File: src/hw/rtl/xmae_pkg.sv
// shared types, constants and the instruction encoding function
// for the mov/alu encoder; depends on nothing
package xmae_pkg;

   localparam logic [1:0] KIND_REG = 2'd0;
   localparam logic [1:0] KIND_MEM = 2'd1;
   localparam logic [1:0] KIND_IMM = 2'd2;

   localparam logic [1:0] OP_MOV = 2'd0;
   localparam logic [1:0] OP_ADD = 2'd1;
   localparam logic [1:0] OP_SUB = 2'd2;
   localparam logic [1:0] OP_CMP = 2'd3;

   localparam logic [1:0] DISP_NONE = 2'd0;
   localparam logic [1:0] DISP_BYTE = 2'd1;
   localparam logic [1:0] DISP_WORD = 2'd2;

   localparam logic [7:0] MOV_RM_OPC  = 8'h88;
   localparam logic [7:0] MOV_RI_OPC  = 8'hB0;
   localparam logic [7:0] MOV_ST_OPC  = 8'hA2;
   localparam logic [7:0] MOV_LD_OPC  = 8'hA0;
   localparam logic [7:0] MOV_MI_OPC  = 8'hC6;
   localparam logic [7:0] ALU_IMM_OPC = 8'h80;
   localparam logic [7:0] MODRM_REG   = 8'hC0;
   localparam logic [7:0] ADD_RM_OPC  = 8'h00;
   localparam logic [7:0] SUB_RM_OPC  = 8'h28;
   localparam logic [7:0] CMP_RM_OPC  = 8'h38;
   localparam logic [7:0] ADD_ACC_OPC = 8'h04;
   localparam logic [7:0] SUB_ACC_OPC = 8'h2C;
   localparam logic [7:0] CMP_ACC_OPC = 8'h3C;

   localparam logic [2:0] EXT_ADD = 3'd0;
   localparam logic [2:0] EXT_SUB = 3'd5;
   localparam logic [2:0] EXT_CMP = 3'd7;

   localparam int MAX_BYTES = 6;

   typedef struct packed {
      logic [1:0]  req_type;
      logic [1:0]  dst_kind;
      logic [1:0]  src_kind;
      logic        word_op;
      logic [2:0]  dst_reg;
      logic [2:0]  src_reg;
      logic [2:0]  mem_rm;
      logic        has_base;
      logic        has_index;
      logic [1:0]  disp_kind;
      logic [15:0] disp_data;
      logic [15:0] imm_value;
   } req_payload_type;

   typedef struct packed {
      logic [MAX_BYTES-1:0][7:0] code;
      logic [2:0]                last_idx;
      logic                      unsup;
   } enc_type;

   function automatic logic [7:0] alu_rm_opc(input logic [1:0] op);
      logic [7:0] r;
      case (op)
         OP_SUB:  r = SUB_RM_OPC;
         OP_CMP:  r = CMP_RM_OPC;
         default: r = ADD_RM_OPC;
      endcase
      return r;
   endfunction

   function automatic logic [7:0] alu_acc_opc(input logic [1:0] op);
      logic [7:0] r;
      case (op)
         OP_ADD:  r = ADD_ACC_OPC;
         OP_SUB:  r = SUB_ACC_OPC;
         OP_CMP:  r = CMP_ACC_OPC;
         default: r = 8'h00;
      endcase
      return r;
   endfunction

   function automatic logic [2:0] alu_ext(input logic [1:0] op);
      logic [2:0] r;
      case (op)
         OP_SUB:  r = EXT_SUB;
         OP_CMP:  r = EXT_CMP;
         default: r = EXT_ADD;
      endcase
      return r;
   endfunction

   function automatic logic [1:0] mod_bits(input logic direct, input logic [1:0] dk);
      logic [1:0] r;
      if (direct) begin
         r = 2'd0;
      end else begin
         case (dk)
            DISP_BYTE: r = 2'd1;
            DISP_WORD: r = 2'd2;
            default:   r = 2'd0;
         endcase
      end
      return r;
   endfunction

   function automatic enc_type encode_instr(input req_payload_type q);
      enc_type                   e;
      logic [MAX_BYTES-1:0][7:0] b;
      logic [2:0]                n;
      logic                      mov;
      logic                      w;
      logic                      fit;
      logic                      s;
      logic                      reg_dst;
      logic                      direct;
      logic [2:0]                rg;
      logic [7:0]                ilo;
      logic [7:0]                ihi;
      logic [7:0]                dlo;
      logic [7:0]                dhi;
      b       = '0;
      n       = 3'd0;
      mov     = (q.req_type == OP_MOV);
      w       = q.word_op;
      fit     = (q.imm_value[15:7] == 9'h000) || (q.imm_value[15:7] == 9'h1FF);
      s       = w & fit;
      ilo     = q.imm_value[7:0];
      ihi     = q.imm_value[15:8];
      dlo     = q.disp_data[7:0];
      dhi     = q.disp_data[15:8];
      reg_dst = (q.dst_kind == KIND_REG);
      rg      = reg_dst ? q.dst_reg : q.src_reg;
      direct  = 1'b0;

      if (q.dst_kind == KIND_REG && q.src_kind == KIND_REG) begin
         b[0] = (mov ? MOV_RM_OPC : alu_rm_opc(q.req_type)) | {7'd0, w};
         b[1] = {2'b11, q.src_reg, q.dst_reg};
         n    = 3'd2;
      end else if (q.dst_kind == KIND_REG && q.src_kind == KIND_IMM) begin
         if (mov) begin
            b[0] = MOV_RI_OPC | {4'd0, w, q.dst_reg};
            b[1] = ilo;
            b[2] = ihi;
            n    = w ? 3'd3 : 3'd2;
         end else if (q.dst_reg == 3'd0) begin
            b[0] = alu_acc_opc(q.req_type) | {7'd0, w};
            b[1] = ilo;
            b[2] = ihi;
            n    = w ? 3'd3 : 3'd2;
         end else begin
            b[0] = ALU_IMM_OPC | {6'd0, s, w};
            b[1] = MODRM_REG | {2'b00, alu_ext(q.req_type), q.dst_reg};
            b[2] = ilo;
            b[3] = ihi;
            n    = (w && !fit) ? 3'd4 : 3'd3;
         end
      end else if ((q.dst_kind == KIND_REG && q.src_kind == KIND_MEM) ||
                   (q.dst_kind == KIND_MEM && q.src_kind == KIND_REG)) begin
         direct = !q.has_base;
         if (mov && rg == 3'd0 && direct) begin
            b[0] = (reg_dst ? MOV_LD_OPC : MOV_ST_OPC) | {7'd0, w};
            b[1] = dlo;
            b[2] = dhi;
            n    = 3'd3;
         end else begin
            b[0] = (mov ? MOV_RM_OPC : alu_rm_opc(q.req_type)) | {6'd0, reg_dst, w};
            b[1] = {mod_bits(direct, q.disp_kind), rg, q.mem_rm};
            n    = 3'd2;
            if (q.disp_kind == DISP_BYTE) begin
               b[2] = dlo;
               n    = 3'd3;
            end else if (q.disp_kind == DISP_WORD) begin
               b[2] = dlo;
               b[3] = dhi;
               n    = 3'd4;
            end
         end
      end else if (q.dst_kind == KIND_MEM && q.src_kind == KIND_IMM) begin
         if (mov) begin
            direct = !q.has_base && !q.has_index;
            b[0]   = MOV_MI_OPC | {7'd0, w};
            b[1]   = {mod_bits(direct, q.disp_kind), 3'd0, q.mem_rm};
         end else begin
            direct = !q.has_base;
            b[0]   = ALU_IMM_OPC | {6'd0, s, w};
            b[1]   = {mod_bits(direct, q.disp_kind), alu_ext(q.req_type), q.mem_rm};
         end
         n = 3'd2;
         if (q.disp_kind == DISP_BYTE) begin
            b[2] = dlo;
            n    = 3'd3;
         end else if (q.disp_kind == DISP_WORD) begin
            b[2] = dlo;
            b[3] = dhi;
            n    = 3'd4;
         end
         b[n] = ilo;
         n    = n + 3'd1;
         if (mov ? w : (w && !fit)) begin
            b[n] = ihi;
            n    = n + 3'd1;
         end
      end

      if (n == 3'd0) begin
         e.code     = '0;
         e.last_idx = 3'd0;
         e.unsup    = 1'b1;
      end else begin
         e.code     = b;
         e.last_idx = n - 3'd1;
         e.unsup    = 1'b0;
      end
      return e;
   endfunction

endpackage

File: src/hw/rtl/xmae_req_if.sv
// request channel of the mov/alu encoder: valid, ready and instruction fields
// depends on nothing
interface xmae_req_if;
   logic        valid;
   logic        ready;
   logic [1:0]  req_type;
   logic [1:0]  dst_kind;
   logic [1:0]  src_kind;
   logic        word_op;
   logic [2:0]  dst_reg;
   logic [2:0]  src_reg;
   logic [2:0]  mem_rm;
   logic        has_base;
   logic        has_index;
   logic [1:0]  disp_kind;
   logic signed [15:0] disp_data;
   logic signed [15:0] imm_value;

   modport source (
      output valid, req_type, dst_kind, src_kind, word_op, dst_reg, src_reg, mem_rm,
             has_base, has_index, disp_kind, disp_data, imm_value,
      input  ready
   );
   modport sink (
      input  valid, req_type, dst_kind, src_kind, word_op, dst_reg, src_reg, mem_rm,
             has_base, has_index, disp_kind, disp_data, imm_value,
      output ready
   );
endinterface

File: src/hw/rtl/xmae_rsp_if.sv
// response channel of the mov/alu encoder: one code byte per transfer
// depends on nothing
interface xmae_rsp_if;
   logic       valid;
   logic       ready;
   logic [7:0] code_byte;
   logic [2:0] byte_index;
   logic       last_byte;
   logic       unsupported;

   modport source (
      output valid, code_byte, byte_index, last_byte, unsupported,
      input  ready
   );
   modport sink (
      input  valid, code_byte, byte_index, last_byte, unsupported,
      output ready
   );
endinterface

File: src/hw/rtl/xmae_front.sv
// front end: takes a request and encodes it into a full byte block
// depends on xmae_pkg and xmae_req_if
module xmae_front (
   xmae_req_if.sink          req_chan,
   input  logic              q_full,
   output logic              q_push,
   output xmae_pkg::enc_type q_wdata
);
   xmae_pkg::req_payload_type pay;

   always_comb begin
      pay.req_type   = req_chan.req_type;
      pay.dst_kind   = req_chan.dst_kind;
      pay.src_kind   = req_chan.src_kind;
      pay.word_op    = req_chan.word_op;
      pay.dst_reg    = req_chan.dst_reg;
      pay.src_reg    = req_chan.src_reg;
      pay.mem_rm     = req_chan.mem_rm;
      pay.has_base   = req_chan.has_base;
      pay.has_index  = req_chan.has_index;
      pay.disp_kind  = req_chan.disp_kind;
      pay.disp_data  = req_chan.disp_data;
      pay.imm_value  = req_chan.imm_value;
   end

   assign req_chan.ready = !q_full;
   assign q_push         = req_chan.valid && !q_full;
   assign q_wdata        = xmae_pkg::encode_instr(pay);
endmodule

File: src/hw/rtl/xmae_queue.sv
// two-entry queue of encoded byte blocks between front and back end
// depends on xmae_pkg
module xmae_queue (
   input  logic              clock,
   input  logic              reset,
   input  logic              push,
   input  xmae_pkg::enc_type wdata,
   output logic              full,
   input  logic              pop,
   output logic              rd_valid,
   output xmae_pkg::enc_type rdata
);
   xmae_pkg::enc_type mem_ff [2];
   logic       wr_ptr_ff;
   logic       wr_ptr_in;
   logic       rd_ptr_ff;
   logic       rd_ptr_in;
   logic [1:0] count_ff;
   logic [1:0] count_in;
   logic       do_pop;

   assign full     = (count_ff == 2'd2);
   assign rd_valid = (count_ff != 2'd0);
   assign rdata    = mem_ff[rd_ptr_ff];
   assign do_pop   = pop && rd_valid;

   always_comb begin
      wr_ptr_in = push ? !wr_ptr_ff : wr_ptr_ff;
      rd_ptr_in = do_pop ? !rd_ptr_ff : rd_ptr_ff;
      count_in  = count_ff + {1'b0, push} - {1'b0, do_pop};
   end

   always_ff @(posedge clock) begin
      if (reset) begin
         wr_ptr_ff <= 1'b0;
         rd_ptr_ff <= 1'b0;
         count_ff  <= 2'd0;
      end else begin
         wr_ptr_ff <= wr_ptr_in;
         rd_ptr_ff <= rd_ptr_in;
         count_ff  <= count_in;
      end
   end

   always_ff @(posedge clock) begin
      if (push) begin
         mem_ff[wr_ptr_ff] <= wdata;
      end
   end
endmodule

File: src/hw/rtl/xmae_back.sv
// back end: walks the head block one byte per cycle while the receiver is ready into the response register
// depends on xmae_pkg and xmae_rsp_if
module xmae_back (
   input  logic              clock,
   input  logic              reset,
   input  logic              q_valid,
   input  xmae_pkg::enc_type q_rdata,
   output logic              q_pop,
   xmae_rsp_if.source        rsp_chan
);
   logic       valid_ff;
   logic       valid_in;
   logic [2:0] idx_ff;
   logic [2:0] idx_in;
   logic [7:0] code_ff;
   logic [7:0] code_in;
   logic [2:0] index_ff;
   logic       last_ff;
   logic       last_in;
   logic       unsup_ff;
   logic       load;

   assign load    = q_valid && (!valid_ff || rsp_chan.ready);
   assign last_in = (idx_ff == q_rdata.last_idx);
   assign q_pop   = load && last_in;
   assign code_in = q_rdata.code[idx_ff];

   always_comb begin
      valid_in = valid_ff;
      idx_in   = idx_ff;
      if (load) begin
         valid_in = 1'b1;
         idx_in   = last_in ? 3'd0 : idx_ff + 3'd1;
      end else if (rsp_chan.ready) begin
         valid_in = 1'b0;
      end
   end

   always_ff @(posedge clock) begin
      if (reset) begin
         valid_ff <= 1'b0;
         idx_ff   <= 3'd0;
      end else begin
         valid_ff <= valid_in;
         idx_ff   <= idx_in;
      end
   end

   always_ff @(posedge clock) begin
      if (load) begin
         code_ff  <= code_in;
         index_ff <= idx_ff;
         last_ff  <= last_in;
         unsup_ff <= q_rdata.unsup;
      end
   end

   assign rsp_chan.valid       = valid_ff;
   assign rsp_chan.code_byte   = code_ff;
   assign rsp_chan.byte_index  = index_ff;
   assign rsp_chan.last_byte   = last_ff;
   assign rsp_chan.unsupported = unsup_ff;
endmodule

File: src/hw/rtl/x86_16bit_mov_alu_encoder.sv
// Encoder for 16-bit MOV, ADD, SUB and CMP instructions. Each request is encoded
// in the cycle it is accepted and parked in a two-entry queue; the back end then
// sends its machine code one byte per cycle while the receiver is ready, 2 to 6 bytes, the last one marked.
// An operand pair with no encoding gives a single byte of 0 flagged unsupported.
// The output byte register sets the rate: an instruction of n bytes takes n transfers
// on the response channel; the queue accepts new requests while earlier ones are
// still being sent, and each byte passes through the queue and the output register.
// Depends on xmae_pkg, xmae_req_if, xmae_rsp_if, xmae_front, xmae_queue, xmae_back.
module x86_16bit_mov_alu_encoder (
   input  logic       clock,
   input  logic       reset,
   xmae_req_if.sink   req_chan,
   xmae_rsp_if.source rsp_chan
);
   logic              q_push;
   logic              q_full;
   logic              q_pop;
   logic              q_valid;
   xmae_pkg::enc_type q_wdata;
   xmae_pkg::enc_type q_rdata;

   xmae_front u_front (
      .req_chan (req_chan),
      .q_full   (q_full),
      .q_push   (q_push),
      .q_wdata  (q_wdata)
   );

   xmae_queue u_queue (
      .clock    (clock),
      .reset    (reset),
      .push     (q_push),
      .wdata    (q_wdata),
      .full     (q_full),
      .pop      (q_pop),
      .rd_valid (q_valid),
      .rdata    (q_rdata)
   );

   xmae_back u_back (
      .clock    (clock),
      .reset    (reset),
      .q_valid  (q_valid),
      .q_rdata  (q_rdata),
      .q_pop    (q_pop),
      .rsp_chan (rsp_chan)
   );
endmodule

File: src/flat_wrapper.sv
// flat-port wrapper written by rule: the top's interface ports become plain ports
module x86_16bit_mov_alu_encoder_flat 
  (clock, reset, req_chan_valid, req_chan_req_type, req_chan_dst_kind, req_chan_src_kind, req_chan_word_op, req_chan_dst_reg, req_chan_src_reg, req_chan_mem_rm, req_chan_has_base, req_chan_has_index, req_chan_disp_kind, req_chan_disp_data, req_chan_imm_value, req_chan_ready, rsp_chan_valid, rsp_chan_code_byte, rsp_chan_byte_index, rsp_chan_last_byte, rsp_chan_unsupported, rsp_chan_ready);
  xmae_req_if req_chan_i ();
  xmae_rsp_if rsp_chan_i ();
  input  logic clock;
  input  logic reset;
  input wire logic [$bits(req_chan_i.valid)-1:0] req_chan_valid;
  input wire logic [$bits(req_chan_i.req_type)-1:0] req_chan_req_type;
  input wire logic [$bits(req_chan_i.dst_kind)-1:0] req_chan_dst_kind;
  input wire logic [$bits(req_chan_i.src_kind)-1:0] req_chan_src_kind;
  input wire logic [$bits(req_chan_i.word_op)-1:0] req_chan_word_op;
  input wire logic [$bits(req_chan_i.dst_reg)-1:0] req_chan_dst_reg;
  input wire logic [$bits(req_chan_i.src_reg)-1:0] req_chan_src_reg;
  input wire logic [$bits(req_chan_i.mem_rm)-1:0] req_chan_mem_rm;
  input wire logic [$bits(req_chan_i.has_base)-1:0] req_chan_has_base;
  input wire logic [$bits(req_chan_i.has_index)-1:0] req_chan_has_index;
  input wire logic [$bits(req_chan_i.disp_kind)-1:0] req_chan_disp_kind;
  input wire logic [$bits(req_chan_i.disp_data)-1:0] req_chan_disp_data;
  input wire logic [$bits(req_chan_i.imm_value)-1:0] req_chan_imm_value;
  output wire logic [$bits(req_chan_i.ready)-1:0] req_chan_ready;
  output wire logic [$bits(rsp_chan_i.valid)-1:0] rsp_chan_valid;
  output wire logic [$bits(rsp_chan_i.code_byte)-1:0] rsp_chan_code_byte;
  output wire logic [$bits(rsp_chan_i.byte_index)-1:0] rsp_chan_byte_index;
  output wire logic [$bits(rsp_chan_i.last_byte)-1:0] rsp_chan_last_byte;
  output wire logic [$bits(rsp_chan_i.unsupported)-1:0] rsp_chan_unsupported;
  input wire logic [$bits(rsp_chan_i.ready)-1:0] rsp_chan_ready;
  assign req_chan_i.valid = req_chan_valid;
  assign req_chan_i.req_type = req_chan_req_type;
  assign req_chan_i.dst_kind = req_chan_dst_kind;
  assign req_chan_i.src_kind = req_chan_src_kind;
  assign req_chan_i.word_op = req_chan_word_op;
  assign req_chan_i.dst_reg = req_chan_dst_reg;
  assign req_chan_i.src_reg = req_chan_src_reg;
  assign req_chan_i.mem_rm = req_chan_mem_rm;
  assign req_chan_i.has_base = req_chan_has_base;
  assign req_chan_i.has_index = req_chan_has_index;
  assign req_chan_i.disp_kind = req_chan_disp_kind;
  assign req_chan_i.disp_data = req_chan_disp_data;
  assign req_chan_i.imm_value = req_chan_imm_value;
  assign req_chan_ready = req_chan_i.ready;
  assign rsp_chan_valid = rsp_chan_i.valid;
  assign rsp_chan_code_byte = rsp_chan_i.code_byte;
  assign rsp_chan_byte_index = rsp_chan_i.byte_index;
  assign rsp_chan_last_byte = rsp_chan_i.last_byte;
  assign rsp_chan_unsupported = rsp_chan_i.unsupported;
  assign rsp_chan_i.ready = rsp_chan_ready;
  x86_16bit_mov_alu_encoder u_core (.clock(clock), .reset(reset), .req_chan(req_chan_i), .rsp_chan(rsp_chan_i));
endmodule
File: config.mk
export PLATFORM = sky130hd
export DESIGN_NAME = x86_16bit_mov_alu_encoder_flat
export DESIGN_NICKNAME = d
export VERILOG_FILES = /design/src/hw/rtl/xmae_pkg.sv /design/src/hw/rtl/xmae_req_if.sv /design/src/hw/rtl/xmae_rsp_if.sv /design/src/hw/rtl/xmae_front.sv /design/src/hw/rtl/xmae_queue.sv /design/src/hw/rtl/xmae_back.sv /design/src/hw/rtl/x86_16bit_mov_alu_encoder.sv /design/src/flat_wrapper.sv
export SDC_FILE = /design/constraint.sdc
export NUM_CORES = 1
export LEC_CHECK = 0
export ABC_CLOCK_PERIOD_IN_PS = 4150
export BUFFER_PORTS_ARGS = -buffer_cell sky130_fd_sc_hd__buf_2
export CELL_PAD_IN_SITES_DETAIL_PLACEMENT = 0
export CELL_PAD_IN_SITES_GLOBAL_PLACEMENT = 2
export CORE_UTILIZATION = 39
export DETAILED_ROUTE_END_ITERATION = 10
export PLACE_DENSITY = 0.92
export SYNTH_ARGS = -nofsm -noshare
export SYNTH_HDL_FRONTEND = slang
export SYNTH_SLANG_ARGS = --single-unit
File: constraint.sdc
create_clock -name clock -period 4.15 [get_ports clock]
set_input_delay 0.2075 -clock clock [delete_from_list [all_inputs] [get_ports clock]]
set_output_delay 0.2075 -clock clock [all_outputs]
set_load 0.01 [all_outputs]
# After elaboration in Yosys (flattened, before gate mapping)
# Memory sizes are Yosys's and may differ from the RTL's. A register that Yosys moved wholly into a read port is not among the register bits.
# Index checks and enable logic that the tools add are counted.
# W data, S select, Z words.
[word_totals]
reg_bits = 21
ramBits = 104
input_bits = 56
output_inout_bits = 15
word_cells = 153
memories = 1
[mem_list]
columns = ["name", "depth", "width", "rd", "rd_ports_with_merged_regs", "write_ports", "line", "text"]
rows = [
  ["u_core.u_queue.mem_ff", 2, 52, 1, 1, 1, "xmae_queue.sv:13", "xmae_pkg::enc_type mem_ff [2];"],
]
[classes]
n_addsub = 6
magnitude_cmp = 5
n_eq_ne = 11
n_mux = 82
bitwise_logic = 5
n_reduce_logical = 34
[ops]
columns = ["op", "count"]
rows = [
  ["$mux W8", 27],
  ["$mux W16", 9],
  ["$bwmux W48", 2],
  ["$mux W32", 3],
  ["$mux W48", 2],
  ["$mux W24", 3],
  ["$mux W52", 1],
  ["$mux W3", 17],
  ["$demux W8 S3", 2],
  ["$bmux W8 S3", 1],
  ["$or A8 B1 Y8", 3],
  ["$pmux W6 S3", 1],
  ["$logic_and A1 B1 Y1", 15],
  ["$lt A3 B4 Y1 const B", 3],
  ["$pmux W6 S2", 1],
  ["$eq A2 B2 Y1 const B", 5],
  ["$add A3 B1 Y3 const B", 3],
  ["$eq A9 B9 Y1 const B", 1],
  ["$logic_not A3 Y1", 3],
  ["$logic_not A9 Y1", 1],
  ["$eq A2 B1 Y1 const B", 4],
  ["$mux W1", 8],
  ["$or A8 B2 Y8", 1],
  ["$logic_not A1 Y1", 7],
  ["12 further kinds", 20],
]

# Logic depth before layout (Yosys ltp)
# Gate-level depths: netlist of run 1.
[logic_depth]
depth_word = 19
ltp_mapped = 15
mapped_depth_nobuf = 12

# Modules after synthesis
# A second synthesis of run 1 with hierarchy kept.
[hier_totals]
cells_unflattened = 719
area_unflattened_um2 = 7781.2
[modules_own_cells]
columns = ["module", "n_inst", "cells_per_inst", "area_each_um2", "seq_area_each_um2"]
rows = [
  ["xmae_queue", 1, 185, 4206.5, 3223.1],
  ["xmae_front", 1, 457, 2534.9, 0.0],
  ["xmae_back", 1, 77, 1039.7, 470.5],
]

# Worst setup path before layout of run 1
# Ideal clock, no wire load.
[synth_path]
path_type = "reg-to-reg"
from = "register u_core.u_queue.count_ff[0]"
to = "memory u_core.u_queue.mem_ff[0][0] (netlist name) (enable)"
setup_time_ns = 0.462
arrival_ns = 2.835
required_time_ns = 3.688
path_slack_ns = 0.853
path_stages_with_launch = 4
path_buffers = 0
period_less_slack_ns = 3.297
cell_sequence = "dfxtp_1 -> nand2b_1 -> nand2_1 -> nor2_1"
[synth_between]
elab_chain_cells = 5
[synth_rtl]
columns = ["element", "line", "text"]
rows = [
  ["from (decl)", "xmae_queue.sv:18", "logic [1:0] count_ff;"],
  ["from (signal assigned)", "xmae_queue.sv:41", "count_ff <= count_in;"],
  ["$eq A2 B2 Y1", "xmae_queue.sv:22", "assign full = (count_ff == 2'd2);"],
  ["$logic_not A1 Y1", "--", ""],
  ["net req_chan_ready", "flat_wrapper.sv:21", "output wire logic [$bits(req_chan_i.ready)-1:0] req_chan_ready;"],
  ["$logic_and A1 B1 Y1", "xmae_front.sv:27", "assign q_push = req_chan.valid && !q_full;"],
  ["$mux W1", "xmae_queue.sv:46", "if (push) begin"],
  ["$mux W1 (not written as such)", "xmae_queue.sv:47", "mem_ff[wr_ptr_ff] <= wdata;"],
  ["to (decl)", "xmae_queue.sv:13", ""],
]
# The timed path passes the listed nets, and every way through them passes these cells.

==> results of run 1 <==
==> synthesized netlist by cell type, types with 3 or more instances <==
master,number
o21ai_0,22
nand2b_1,9
clkbuf_1,42
a221oi_1,8
and2_1,5
buf_4,5
buf_6,4
a31oi_1,18
ha_1,10
nor2b_1,6
mux2i_1,14
buf_2,9
mux4_2,24
a21oi_1,80
a311o_1,4
edfxtp_1,117
or3_1,6
xnor2_1,6
nand3_1,12
nand2_1,70
o211ai_1,10
mux2_2,4
xor2_1,3
and3_1,5
nand4_1,4
or2_2,3
buf_1,3
nor2_1,55
nor3_1,16
inv_1,24
nand3b_1,10
o22ai_1,12
a211oi_1,9
a221o_1,15
dfxtp_1,9
==> flip-flops by register name, indices dropped and copies added, names as in the netlist, named ones only <==
signal,flops
u_core.u_back.idx_ff,3
u_core.u_back.rsp_chan.byte_index,3
u_core.u_back.rsp_chan.code_byte,8
u_core.u_back.rsp_chan.last_byte,1
u_core.u_back.rsp_chan.unsupported,1
u_core.u_back.rsp_chan.valid,1
u_core.u_queue.count_ff,2
u_core.u_queue.mem_ff,104
u_core.u_queue.rd_ptr_ff,1
u_core.u_queue.wr_ptr_ff,1
==> area by class of cell <==
cell class	count	area [µm²]	share of cell area, %
multi-input combinational	478	3330	39.2
timing repair buffer	89	493	5.80
inverter	24	90.1	1.06
clock buffer	19	433	5.09
tap	234	293	3.44
clock inverter	13	166	1.96
sequential	126	3690	43.5
==> power by group <==
group	internal (µW)	total [µW]	switching, µW
sequential	1760	1850	95.8
combinational	486	1220	730
clock	946	1480	531
total	3190	4550	1360
==> cell families (layout without fill, tap and decap cells) <==
family	count (synthesis)	count (layout)	share of synthesized area, %
DFF	126	126	49.8
muxes	42	42	9.79
xor gates and xnor gates	9	9	1.06
and+or+nand+nor	208	208	13.3
AOI/OAI and AO/OA	209	209	18.9
buffers and inverters	89	145	5.40
adders and majority gates	10	10	1.69
==> cells in the final DEF, fill, tap and decap left out, types with 4 or more instances in the layout <==
cell / n
a211oi_1: 9
a21oi_1: 80
a221o_1: 15
a221oi_1: 8
a311o_1: 4
a31oi_1: 18
and2_1: 5
and3_1: 4
buf_2: 70
buf_4: 19
clkbuf_16: 17
clkinv_4: 4
dfxtp_1: 8
edfxtp_1: 117
ha_1: 10
inv_1: 24
mux2_2: 4
mux2i_1: 14
mux4_2: 24
nand2_1: 70
nand2b_1: 9
nand3_1: 12
nand3b_1: 10
nand4_1: 4
nor2_1: 54
nor2b_1: 6
nor3_1: 15
o211ai_1: 10
o21ai_0: 22
o22ai_1: 12
or3_1: 6
xnor2_1: 6
==> critical path, cell delays in order <==
cell and delay, ps:
buf_2 180, or4_4 570, o31a_4 150, o32ai_1 380, o22ai_1 230, and2_1 220
ha_1 240, or3_2 590, a221o_1 310, nor3_1 280
==> routing by layer <==
layer | GRT usage [%] | routed length [µm] | vias up
met5 | 0 | 0 | -
met2 | 36.4 | 10300 | 333
li1 | - | - | 2737
met3 | 4.68 | 1900 | 50
met4 | 11.7 | 792 | 0
met1 | 32.6 | 9820 | 2980
==> worst min-delay path by stage <==
stage	from	slack, ps	to	depth (start not counted)
after floorplan	rsp_chan_ready	400	u_core.u_back.rsp_chan.valid$_SDFFE_PP0P_	2
after global placement	u_core.u_back.rsp_chan.valid$_SDFFE_PP0P_	470	u_core.u_back.rsp_chan.valid$_SDFFE_PP0P_	2
after detailed placement	reset	500	u_core.u_back.idx_ff[0]$_SDFFE_PP0P_	2
after CTS	reset	70	flip-flop	2
after global routing	reset	90	u_core.u_queue.count_ff[0]$_SDFF_PP0_	2
final	reset	80	flip-flop	2
==> metrics by stage <==
stage / power, µW / utilization [%] / instance area (µm²) / cells / hold slack, ps
after CTS: 4570 / 45.6 / 8500 / 983 / 74.9
final: 4550 / 45.6 / 8500 / 983 / 81.5
after global routing: 4740 / 45.6 / 8500 / 983 / 86.3
after global placement: 3060 / 42.4 / 7900 / 951 / 473
after detailed placement: 3100 / 42.4 / 7900 / 951 / 505
after floorplan: 2700 / - / 7410 / 693 / 403
==> results_dict.tcl, run 1 <==
set metrics [dict create \
    yosysWarningCount 0 \
    layout-drive-gt1-share_pct 22.3 \
    grt_overflow_total 0 \
    drt-pass1-iter-count 5 \
    clkTransAtPathRegs_ps 60 \
    status "completed" \
    rsz0062_at_grt "false" \
    routed_wl_um 22800 \
    timing.rr.end "u_core.u_queue.count_ff[1]$_SDFF_PP0_" \
    synth.net_count 759 \
    fill_cells 1759 \
    cts-htree-levels 4 \
    cp.required_ps 4350 \
    netlist_top_cells_area "edfxtp_1, mux4_2, a21oi_1, nand2_1, nor2_1" \
    fin_setup_tns_ps 0 \
    cts.path.max_buffers 2 \
    via_count 6100 \
    cts_tree "yes" \
    skew_ps 7.38 \
    grt_max_degree 39 \
    antenna_left 0 \
    max_slew_margin_pct 24.9 \
    cp_max_fo 15 \
    r2r_start "u_core.u_back.idx_ff[1]$_SDFFE_PP0P_" \
    coreArea_mm2 0.0186 \
    dpl_worst_slack_ps 639 \
    drt_iter0_drc 535 \
    vdd_drop_max_mv 0.332 \
    numPortBuffers 70 \
    vias_per_cell 6.21 \
    synth_flop_cell "edfxtp_1" \
    drcViolationCount 0 \
    arrival_ps 3370 \
    yosysSeqAreaShare_pct 49.8 \
    r2r_cells 9 \
    power.density_mw_per_mm2 535 \
    clock-sinks 126 \
    setup_violations 0 \
    critPathKind "in -> reg" \
    clk_latency_ps 410 \
    place_hpwl_um 16600 \
    final-hold-violation-count 0 \
    synth_cells 693 \
    final_net_count 802 \
    cts_resized 0 \
    dieArea_mm2 0.0196 \
    post-route-min-period_ps 3180 \
    placementRows 50 \
    avgRoutedWirePerCell_um 23.2 \
    ys_ff_latch 126 \
    diodes 0 \
    p_leak_uw 0.00300 \
    fin_ws_ps 972 \
    grt_pass1_wl_um 35000 \
    slew_viol_final 0 \
    area_growth_pct 14.7 \
    worstMarginPinSlew_ps 1120 \
    die_y_um 140 \
    cts_hold_buf 0 \
    start_util_pct 39.7 \
    io_pins 71 \
    netlist_area_mm2 0.00741 \
    post-cts-setup-buffers 0 \
    synth_edf_count 117 \
    maxCapViolCount 0 \
    gp_congestion 0.935 \
    crit_start "req_chan_dst_kind[0]" \
    async_flop_share_pct 0 \
    synth_top_area_share_pct 47.4 \
    cts_buffers 17 \
    cp-end-kind "flip-flop" \
    grt_pass1_vias 5972 \
    timing.fmax_ghz 0.315 \
    yosys.area.top_type "edfxtp_1" \
    avgSynthCellArea_um2 10.7 \
    crit_end "u_core.u_queue.mem_ff[0][23]$_DFFE_PP_" \
    grt_usage_pct 23.9 \
    period_share_pct 76.6 \
    floorplan.die.width_um 140 \
    synth.distinct_cells 69 \
    cts_root_buf "clkbuf_16" \
    crit_path_start_kind "input port" \
    hold_class "in -> reg" \
    antenna_found_initial 0 \
    rrSetupSlack_ps 1600 \
]
Power figures use the tool's default switching activity.
==> inputs of run 2 (changes only) <==
Settings changed: ABC_AREA from default to 1, ABC_CLOCK_PERIOD_IN_PS 4150 to 2900, CORE_UTILIZATION 39 to 33, PLACE_DENSITY 0.92 to 0.89.
Clock period 4.15 ns to 2.9 ns, I/O delays scaled along.
==> run 2 against run 1 <==
Net effect: routed wire length increased by 3.9%; critical path depth increased by 8; die area increased by 18%; worst hold slack got worse by 58 ps; clock power increased by 32%; via count increased by 9.2%; synthesized cell count increased by 28%; utilization decreased by 5.6 points; sequential share of layout area decreased by 1.3 points; highest routed layer unchanged.
==> results_dict.tcl, run 2 <==
set metrics [dict create \
    synth_flop_cell "edfxtp_1" \
    crit_path_start_kind "input port" \
    netlist_area_mm2 0.00740 \
    async_flop_share_pct 0 \
    clock-sinks 126 \
    ys_ff_latch 126 \
    rsz0062_at_grt "false" \
    start_util_pct 33.8 \
    mostFrequentLayoutCell "nand2_1" \
    setup_violations 0 \
    timing.rr.end "u_core.u_queue.count_ff[1]$_SDFF_PP0_" \
    critPathKind "in -> reg" \
    fin_util_pct 40.0 \
    internal-power_uw 4330 \
    p_switching_uw 2130 \
    place_area_mm2 0.00819 \
    drt_iter0_drc 656 \
    yosys.area.top_type "edfxtp_1" \
    yosysMostFrequentCell "nand2_1" \
    fin_setup_tns_ps 0 \
    netlist_top_cells_area "edfxtp_1, nand2_1, o21ai_0, nor2_1, nand3_1" \
    post-cts-setup-buffers 0 \
    avgRoutedWirePerCell_um 18.8 \
    gp_congestion 0.943 \
    largest_register_ffs 104 \
    cts_tree "yes" \
    combPwrFrac_pct 30.3 \
    skew_ps 5.43 \
    min_from "rsp_chan_ready" \
    die_y_um 152 \
    io_pins 71 \
    cp-end-kind "flip-flop" \
    final_net_count 1038 \
    avgSynthCellArea_um2 8.33 \
    final-hold-violation-count 0 \
    worstMarginPinSlew_ps 677 \
    cp.required_ps 3090 \
    max_slew_margin_pct 54.7 \
    whs_endpoint "u_core.u_back.rsp_chan.valid$_SDFFE_PP0P_" \
    antenna_found_initial 0 \
    grt_pass1_wl_um 36200 \
    cts.path.max_buffers 2 \
    grt_overflow_total 0 \
    grt_max_degree 39 \
    synth.net_count 955 \
    floorplan.die.width_um 152 \
    drt-pass1-iter-count 5 \
    synth_edf_count 117 \
    yosysSeqAreaShare_pct 49.9 \
    via_count 6664 \
    post-route-cell-area_mm2 0.00875 \
    grt_pass1_vias 6144 \
    routed_wl_um 23700 \
    holdPathStages 4 \
    timing.hold.ws_ps 23.9 \
    rrSetupSlack_ps 570 \
    timing.fmax_ghz 0.416 \
    top_register "u_core.u_queue.mem_ff" \
    cts_buffers 17 \
    area_growth_pct 18.2 \
    p_leak_uw 0.00343 \
    maxCapViolCount 0 \
    arrival_ps 2600 \
    cts_root_buf "clkbuf_16" \
    p_clk_share_pct 30.4 \
    cp_max_fo 8 \
    hold_class "in -> reg" \
    vdd_drop_max_mv 0.384 \
    antenna_left 0 \
    drcViolationCount 0 \
    synth_top_cells_by_count "nand2_1, o21ai_0, edfxtp_1" \
    slew_viol_final 0 \
    layout-drive-gt1-share_pct 16.0 \
    power_switching_share_pct 32.9 \
    fin_total_pwr_uw 6450 \
    layout_common_cells "nand2_1, o21ai_0, edfxtp_1" \
    numPortBuffers 70 \
    vias_per_cell 5.28 \
    placementRows 54 \
    clkTransAtPathRegs_ps 50 \
    clk_latency_ps 410 \
    synth_cells 889 \
    place_hpwl_um 17600 \
    synth_top_area_share_pct 47.5 \
    r2r_cells 12 \
    diodes 0 \
    post-route-min-period_ps 2400 \
    cts_resized 0 \
    period_share_pct 82.9 \
    dieArea_mm2 0.0230 \
    cts-htree-levels 4 \
    synth.distinct_cells 39 \
    grt_usage_pct 21.4 \
    status "completed" \
    power.density_mw_per_mm2 737 \
    coreArea_mm2 0.0219 \
    seqPwrFrac_pct 39.3 \
    yosysWarningCount 0 \
]
-- run 2: cell families (layout without fill, tap and decap cells) --
kind of cell,Yosys count,in the layout,share of synthesized area [%]
fa+ha+maj,10,10,1.69
buf+inv,129,223,7.59
compound gates,255,255,19.8
xor+xnor,5,5,0.591
simple gates,364,364,20.4
flops,126,126,49.9
-- run 2: what timing repair did --
item | 4_1_cts | 5_1_grt
endpoints found under the hold margin | 3 | 0
hold buffers | 1 | 0
endpoints found under the setup margin | 0 | 0
-- run 2: layout make-up --
cell class / count / area (µm²)
clock inverters: 12 / 123
fillers: 2248 / 13100
well taps: 280 / 350
repair buffers: 110 / 678
inverters: 83 / 317
flip-flops and latches: 126 / 3690
multi-input cells: 634 / 3160
clock buffers: 18 / 429
-- run 2: how the worst max path moves through the flow --
stage / depth (start not counted) / slack (ps) / end / from
6_report: 18 / 500 / u_core.u_queue.mem_ff[0][32]$_DFFE_PP_ / req_chan_dst_kind[0]
2_1_floorplan: 21 / 250 / u_core.u_queue.mem_ff[0][40]$_DFFE_PP_ / req_chan_imm_value[7]
3_5_place_dp: 18 / 110 / u_core.u_queue.mem_ff[1][32]$_DFFE_PP_ / req_chan_dst_kind[0]
5_1_grt: 12 / 260 / u_core.u_queue.count_ff[1]$_SDFF_PP0_ / flip-flop
3_3_place_gp: 18 / 100 / u_core.u_queue.mem_ff[0][32]$_DFFE_PP_ / req_chan_dst_kind[0]
4_1_cts: 18 / 540 / u_core.u_queue.mem_ff[0][32]$_DFFE_PP_ / req_chan_dst_kind[0]
-- run 2: critical path: stages --
cell	delay (ps)
buf_2	120
nor2_4	190
inv_2	90
nand2_1	60
nand2_1	80
nor2_1	150
nand2_2	120
nand3_1	90
nand2_1	60
nand2_2	90
nand2_1	70
nand2_1	80
inv_1	60
ha_1	290
nor3_1	300
buf_4	220
nand2_1	70
a21oi_1	300
-- run 2: layer usage --
metal	share of wire, %	up-vias	global-route usage, %	routed length [µm]
met5	0	-	0	0
met4	1.6	0	5.99	386
met3	5.6	28	3.23	1340
met2	46	267	33.6	10900
met1	47	3105	30.5	11100
li1	-	3264	-	-
-- run 2: per-stage QoR --
stage               cells  worst slack [ps]
detailed placement   1232               107
finish               1263               496
global route         1263               259
CTS                  1263               541
global placement     1232               105
floorplan             889               245
-- run 2: power groups by stage --
stage | clock network [µW] | logic [µW] | registers (µW)
final | 1960 | 1960 | 2530
after global routing | 2080 | 2160 | 2570
after CTS | 2000 | 1960 | 2540
after detailed placement | 0 | 1960 | 2570
after global placement | 0 | 1950 | 2560
after floorplan | 0 | 1150 | 2640
==> inputs of run 3 (changes only) <==
Settings changed: ABC_CLOCK_PERIOD_IN_PS 2900 to 2300, CORE_UTILIZATION 33 to 36, PLACE_DENSITY 0.89 to 0.92.
Clock period 2.9 ns to 2.3 ns, I/O delays scaled along.
==> run 3 against run 2 <==
Net effect: via count increased by 4.6%; critical endpoint is now u_core.u_queue.mem_ff[1][39]$_DFFE_PP_; sequential share of layout area down 2.3 points; power is 33% higher; largest power group unchanged; final cell count up 3.4%; highest routed layer unchanged; clock skew is 5.9 ps higher; largest cell class unchanged; non-clock buffer count increased by 52; clock power grew 45%.
==> results_dict.tcl, run 3 (synthesis results as in run 2) <==
set metrics [dict create \
    place_area_mm2 0.00861 \
    final_net_count 1090 \
    cts_root_buf "clkbuf_16" \
    cp_max_fo 4 \
    worstMarginPinSlew_ps 608 \
    antenna_found_initial 0 \
    numPortBuffers 70 \
    skew_ps 11.4 \
    cts-htree-levels 4 \
    timing.fmax_ghz 0.454 \
    fin_util_pct 45.9 \
    antenna_left 0 \
    fill_cells 2021 \
    drt_iter0_drc 785 \
    avgRoutedWirePerCell_um 18.5 \
    clock-sinks 126 \
    cts_buffers 17 \
    grt_max_degree 53 \
    critPathKind "in -> reg" \
    cts.path.max_buffers 2 \
    p_leak_uw 0.00373 \
    multiInputGateArea_mm2 0.00320 \
    crit_path_start_kind "input port" \
    top_register "u_core.u_queue.mem_ff" \
    area_growth_pct 25.2 \
    hold_class "in -> reg" \
    drt-pass1-iter-count 6 \
    dieArea_mm2 0.0211 \
    diodes 0 \
    via_count 6973 \
    vias_per_cell 5.34 \
    routed_wl_um 24100 \
    maxCapViolCount 0 \
    post-route-min-period_ps 2200 \
    final-hold-violation-count 0 \
    status "completed" \
    rsz0062_at_grt "false" \
    post-route-cell-area_mm2 0.00927 \
    layout_common_cells "nand2_1, o21ai_0, edfxtp_1" \
    grt_pass1_wl_um 37400 \
    io_pins 71 \
    cts_tree "yes" \
    arrival_ps 2370 \
    cp.required_ps 2460 \
    clkTransAtPathRegs_ps 50 \
    timing.hold.ws_ps 23.0 \
    max_slew_margin_pct 59.3 \
    drcViolationCount 0 \
    floorplan.die.width_um 145 \
    layout-drive-gt1-share_pct 21.5 \
    vdd_drop_max_mv 0.521 \
    grt_pass1_vias 6536 \
    grt_overflow_total 0 \
    slew_viol_final 0 \
    period_share_pct 95.8 \
    start_util_pct 36.7 \
    mostFrequentLayoutCell "nand2_1" \
    setup_violations 0 \
    largest_register_ffs 104 \
    die_y_um 145 \
    coreArea_mm2 0.0202 \
    cp-end-kind "flip-flop" \
    placementRows 52 \
    power.density_mw_per_mm2 928 \
    grt_usage_pct 23.0 \
    ff_latch_area_mm2 0.00369 \
    gp_congestion 0.948 \
    place_hpwl_um 17900 \
    clk_latency_ps 410 \
]
[run 3: critical path: stages]
cell and delay [ps]:
buf_2 120, nor2_4 60, buf_12 120, inv_6 60, nand2_1 60, nor2_1 260, nand3_1 210, o21ai_1 170
nand2_1 90, a21oi_2 130, nand2_1 80, inv_1 80, ha_1 260, clkinv_2 130, nand2_2 140, a211oi_1 90
buf_4 180
[run 3: metrics by stage]
stage | setup TNS, ps | setup slack, ps | total power [µW] | instances
2_1_floorplan | -11650 | -122 | 4780 | 889
3_3_place_gp | -9430 | -194 | 5780 | 1274
3_5_place_dp | -15380 | -236 | 5810 | 1274
4_1_cts | 0 | 50.7 | 8660 | 1306
5_1_grt | 0 | 2.00 | 9060 | 1306
6_report | 0 | 96.7 | 8600 | 1306
[run 3: final cells by class]
cell class,count,share of cell area (%)
repair buffers,162,11.8
clock inverters,12,2.09
well taps,270,3.65
multi-input cells,634,34.5
clock buffers,19,4.67
flip-flops and latches,126,39.9
inverters,83,3.43
[run 3: metal layers]
metal / vias to the layer above / track usage, % / share of wire [%]
li1: 3368 / - / -
met4: 0 / 7.47 / 2.1
met1: 3283 / 32.7 / 46
met3: 33 / 2.76 / 5.5
met5: - / 0 / 0
met2: 289 / 36.6 / 46
[run 3: worst paths after layout]
kind / startpoint / end / slack, ps / cells past startpoint
worst max-delay path: req_chan_req_type[1] / u_core.u_queue.mem_ff[1][39]$_DFFE_PP_ / 100 / 17
worst min-delay path: req_chan_valid / u_core.u_queue.wr_ptr_ff$_SDFFE_PP0P_ / 20 / 3
worst max register to register: flip-flop / u_core.u_queue.count_ff[1]$_SDFF_PP0_ / 370 / 12
worst min register to register: u_core.u_queue.rd_ptr_ff$_SDFFE_PP0P_ / u_core.u_queue.rd_ptr_ff$_SDFFE_PP0P_ / 470 / 2
[run 3: power by group]
part / switching [µW] / internal, µW / leakage (µW)
Sequential: 124 / 3090 / 0.00122
Clock: 936 / 1910 / 0.000294
Combinational: 1670 / 872 / 0.00222
[run 3: timing repair]
| item | CTS | global route |
|---|---|---|
| hold endpoints to repair | 3 | 0 |
| gates resized for setup | 0 | 8 |
| hold buffers | 1 | 0 |
| buffers inserted | 0 | 0 |
| setup endpoints to repair | 0 | 20 |
